===== src/rtl/core/mvsm_pkg.sv =====
package mvsm_pkg;

  // Action codes carried by an input item
  typedef enum logic [1:0] {
    ACT_WRITE = 2'd0,
    ACT_START = 2'd1,
    ACT_STOP  = 2'd2,
    ACT_MIX   = 2'd3
  } action_t;

  // Sequencer states
  typedef enum logic [4:0] {
    ST_IDLE,
    ST_START_ATT,
    ST_START_GL,
    ST_START_GR,
    ST_START_FIN,
    ST_CHECK,
    ST_DIV,
    ST_GL,
    ST_GR,
    ST_L1,
    ST_L2,
    ST_LG,
    ST_R2,
    ST_LM,
    ST_RM,
    ST_ACC,
    ST_RESP
  } state_t;

  // Shared multiplier operand widths
  localparam int MUL_AW = 34;
  localparam int MUL_BW = 28;
  localparam int MUL_PW = MUL_AW + MUL_BW;

  // Gains: 65536 stands for 1.0
  localparam logic [16:0] UNITY    = 17'd65536;
  localparam logic [13:0] PAN_FULL = 14'd10000;

  // round(mag*65536/10000) = floor((mag*8192 + 625) / 1250),
  // done as a multiply by ceil(2^37/1250) and a shift by 37
  localparam logic [26:0] ATT_RECIP = 27'd109951163;
  localparam logic [9:0]  ATT_BIAS  = 10'd625;
  localparam int          ATT_SHIFT = 37;

  // Configuration register index
  localparam logic REG_MASTER = 1'b0;

  // Saturate a 24-bit signed value to Q1.15
  function automatic logic signed [15:0] sat16(input logic signed [23:0] v);
    logic signed [15:0] r;
    if (v > 24'sd32767) begin
      r = 16'sh7FFF;
    end else if (v < -24'sd32768) begin
      r = 16'sh8000;
    end else begin
      r = v[15:0];
    end
    return r;
  endfunction

endpackage


===== src/rtl/core/mvsm_mul.sv =====
// Shared signed multiplier, product registered
module mvsm_mul (
  input  logic                                 clk,
  input  logic signed [mvsm_pkg::MUL_AW-1:0]   a,
  input  logic signed [mvsm_pkg::MUL_BW-1:0]   b,
  output logic signed [mvsm_pkg::MUL_PW-1:0]   p
);

  always_ff @(posedge clk) begin
    p <= a * b;
  end

endmodule


===== config.mk =====
export PLATFORM = sky130hd
export DESIGN_NAME = mvsm_mul
export DESIGN_NICKNAME = d
export VERILOG_FILES = /design/src/rtl/core/mvsm_pkg.sv /design/src/rtl/core/mvsm_mul.sv
export SDC_FILE = /design/constraint.sdc
export NUM_CORES = 2
export LEC_CHECK = 0
export ABC_AREA = 1
export BUFFER_PORTS_ARGS = -buffer_cell sky130_fd_sc_hd__buf_2
export CAP_MARGIN = 20
export CORE_ASPECT_RATIO = 1.25
export CORE_UTILIZATION = 50
export DETAILED_ROUTE_END_ITERATION = 10
export GPL_TIMING_DRIVEN = 0
export PLACE_DENSITY = 0.66
export SLEW_MARGIN = 40
export SYNTH_ARGS = -nofsm -noshare
export SYNTH_HDL_FRONTEND = slang
export SYNTH_SLANG_ARGS = --single-unit

===== constraint.sdc =====
create_clock -name clk -period 11.13 [get_ports clk]
set_input_delay 3.339 -clock clk [delete_from_list [all_inputs] [get_ports clk]]
set_output_delay 3.339 -clock clk [all_outputs]
set_load 0.005 [all_outputs]

# After elaboration in Yosys (flattened, before gate mapping)

Index checks and enable logic that the tools add are counted.
W data, S select, Z words.

Flip-flop bits (word level): 62
Input bits: 63
Output and inout bits: 62
Logic and storage cells: 2

$mul: 1

Operator list:

| kind             | count |
|---|---|
| $mul A34 B28 Y62 | 1 |

# Depth between registers and ports, before layout

Word-level depth: 1
Depth in mapped cells: 32
Mapped depth without buffers: 30

# Worst setup path after synthesis

OpenSTA, ideal clock, no wires.

Kind: in2reg
Start: in a[33] (netlist name)
End: reg p[61] (netlist name)
Setup time: 0.113 ns
Arrival time: 9.788 ns
Data required time: 11.017 ns
Slack: 1.229 ns
Cell stages on the path: 26
Buffers on the path: 2
Path through: clkbuf_1 clkbuf_1 nand2_1 fa_1 inv_1 fa_1 inv_1 fa_1 inv_1 fa_1 fa_1 fa_1 inv_1 fa_1 inv_1 ha_1 ha_1 nand2_1 nor2_1 nand2_1 nor4_1 nand2_1 nand2_1 nor2_1 nand2_1 nand2_1

Longest elaborated chain between the ends: 1

RTL lines:

| element                | line           | source |
|---|---|---|
| start: declaration     | mvsm_mul.sv:4  | `input logic signed [mvsm_pkg::MUL_AW-1:0] a,` |
| $mul A34 B28 Y62       | mvsm_mul.sv:10 | `p <= a * b;` |
| end signal: assignment | mvsm_mul.sv:10 |  |
| end: declaration       | mvsm_mul.sv:6  | `output logic signed [mvsm_pkg::MUL_PW-1:0] p` |

No other way between the ends.

# Worst setup path after layout

Start: in a[33] (netlist name)
End: reg p[55] (netlist name)

The elaborated chain is that of the path after synthesis.

==> flow_metrics.tcl <==
set metrics [dict create \
    outcome "finished clean" \
    die_w_um 246 \
    finalSetupViolations 0 \
    synthesis.nets 6009 \
    gp_congestion 1.02 \
    min_from "b[0]" \
    synth_area_mm2 0.0373 \
    drive_above_1_share 0.0460 \
    num_rows 111 \
    start_kind "primary input" \
    hold_violations 0 \
    synth_edf_count 0 \
    crit_path_end "p[55]" \
    cp-startpoint "a[33]" \
    fin_crit_ns 10.79 \
    root_buffer "clkbuf_16" \
    area_delta_synth_final_pct 5.44 \
    cp.arrival_ns 11.01 \
    dr.pass1.iters 6 \
    drv_slew 0 \
    drt_iter0_markers 2839 \
    antenna_found_initial 12 \
    cts.sinks 62 \
    via_per_inst 5.20 \
    core-area_mm2 0.0736 \
    vias 30200 \
    yosysWarnings 0 \
    portBuffers 63 \
    synth_top_flop_cell "dfxtp_1" \
    crit_type "in -> reg" \
    period_share 0.969 \
    cap_violations 0 \
    post-dp-hpwl_mm 115 \
    fmaxAchievable_mhz 92.7 \
    rsz0062_at_grt "no" \
    route.detailed.drc 0 \
    crit_required_ns 11.36 \
    die_h_um 308 \
    ant_nets 0 \
    grt_overflow_total 0 \
    floorplan.initialDensity 0.507 \
    synthCells 4770 \
    async_reset_ff_frac 0 \
    cts_tree "built" \
    synth_seq_area_share 0.0332 \
    ys_seq_elements 62 \
    grt_usage 0.365 \
    worstSetupEndpointType "flip-flop" \
    largest-register "p" \
    tightest_slew_ns 1.00 \
    io_pins 125 \
    die_area_mm2 0.0758 \
    h-tree-depth 3 \
    reg_top3 "p x62" \
    hold_path.class "in -> reg" \
    slew_headroom 0.333 \
    largest_reg_flops 62 \
    drt_wl_total_mm 132 \
    hold_slack_ns 3.49 \
    nNetsFinal 6086 \
    setup_tns_ns 0 \
    clockBufferDepth 2 \
    ys_types 31 \
    path_clk_slew_ns 0.06 \
    grt_pass1_vias 31700 \
    postSynthAreaPerCell_um2 7.83 \
    cts_buffers 9 \
    placed_area_mm2 0.0389 \
    finish.instance_area_mm2 0.0394 \
    wl_per_cell_um 22.7 \
    grt_pass1_wl_mm 198 \
    cp_max_fo 10 \
    grt_max_degree 14 \
]
[area by class of cell]
cell class              instances  area [um2]
clock inverters                 5         105
clock buffers                  11         253
fillers                      7248       34200
repair buffers                 66         342
inverters                    1592        5980
well taps                     960        1200
flip-flops and latches         62        1240
plain buffers                 213         905
diodes                          6        15.0
multi-input cells            2903       29300
[metrics by stage]
step | cells | util | worst slack, ns
floorplan | 4770 | - | 1.23
global placement | 5793 | 0.528 | -0.769
detailed placement | 5794 | 0.529 | -0.782
CTS | 5810 | 0.534 | 0.0369
global route | 5815 | 0.535 | 0.00188
finish | 5818 | 0.535 | 0.341
[routing by layer]
layer  routed length (um)  GRT usage  up-vias
met2                61900      0.589     1600
met5                   42          0        -
li1                     -          -    13100
met1                45400      0.437    15000
met3                12900     0.0753      492
met4                11600      0.250        6
[worst max-delay path, stage by stage]
cell and delay [ns]:
clkbuf_2 0.33, clkbuf_4 0.35, nand2_1 0.10, fa_1 0.70, inv_1 0.12, fa_1 0.74, inv_1 0.26, fa_2 0.74
inv_1 0.22, fa_1 0.51, fa_1 0.52, fa_1 0.52, inv_1 0.05, fa_1 0.58, inv_1 0.06, ha_1 0.28
ha_1 0.41, a21oi_1 0.22, o21ai_0 0.14, a21oi_1 0.23, nand2_1 0.09, a21oi_1 0.24, nand2_1 0.08, nand2_1 0.07
nand2_1 0.06
[worst min path at each step]
stage,end,slack (ns),cells after the start
detailed placement,p[33],3.71,1
floorplan,p[0],3.62,0
global route,p[0],3.53,3
global placement,p[33],3.72,1
CTS,p[0],3.47,3
finish,p[0],3.49,3
[synth_stat cells (7+ instances only)]
library cell     n  area (um2)
nand2_2         13        81.3
nand2_1       1344        5040
o21ai_0         16        80.1
xor2_1          42         368
nand4_1         13        81.3
nand3_2          7        70.1
nor3_1           8        40.0
ha_1           197        2460
inv_1         1590        5970
o21bai_1        12        90.1
clkbuf_1       163         612
nor2_2          25         156
a21oi_1         60         300
nand3_1         57         285
nor2_1          93         349
dfxtp_1         62        1240
buf_1           50         188
xnor2_1          9        78.8
fa_1           979       19600
[kinds of logic after synthesis]
group           share of synthesized area
compound gates                     0.0131
xor+xnor                           0.0120
fa+ha+maj                           0.591
buf+inv                             0.181
flops                              0.0332
simple gates                        0.169
[cell usage in the layout, fill, tap and decap left out, types with 16 or more instances in the layout]
| cell type | n |
|---|---|
| o21ai_0 | 16 |
| nand2_1 | 1344 |
| nand3_1 | 57 |
| a21oi_1 | 60 |
| fa_1 | 977 |
| xor2_1 | 42 |
| ha_1 | 197 |
| clkbuf_1 | 109 |
| inv_1 | 1589 |
| buf_2 | 85 |
| dfxtp_1 | 62 |
| nor2_1 | 93 |
| clkbuf_2 | 54 |
| nor2_2 | 25 |
| buf_1 | 26 |
[repair_timing]
item                       in CTS  in global routing
resized for setup               7                 14
setup endpoints to repair      15                 13
setup buffers                   0                  1
hold buffers                    0                  0
Power is not shown: default switching activity piles up to over one toggle a cycle in this logic, so the estimate is an artifact.
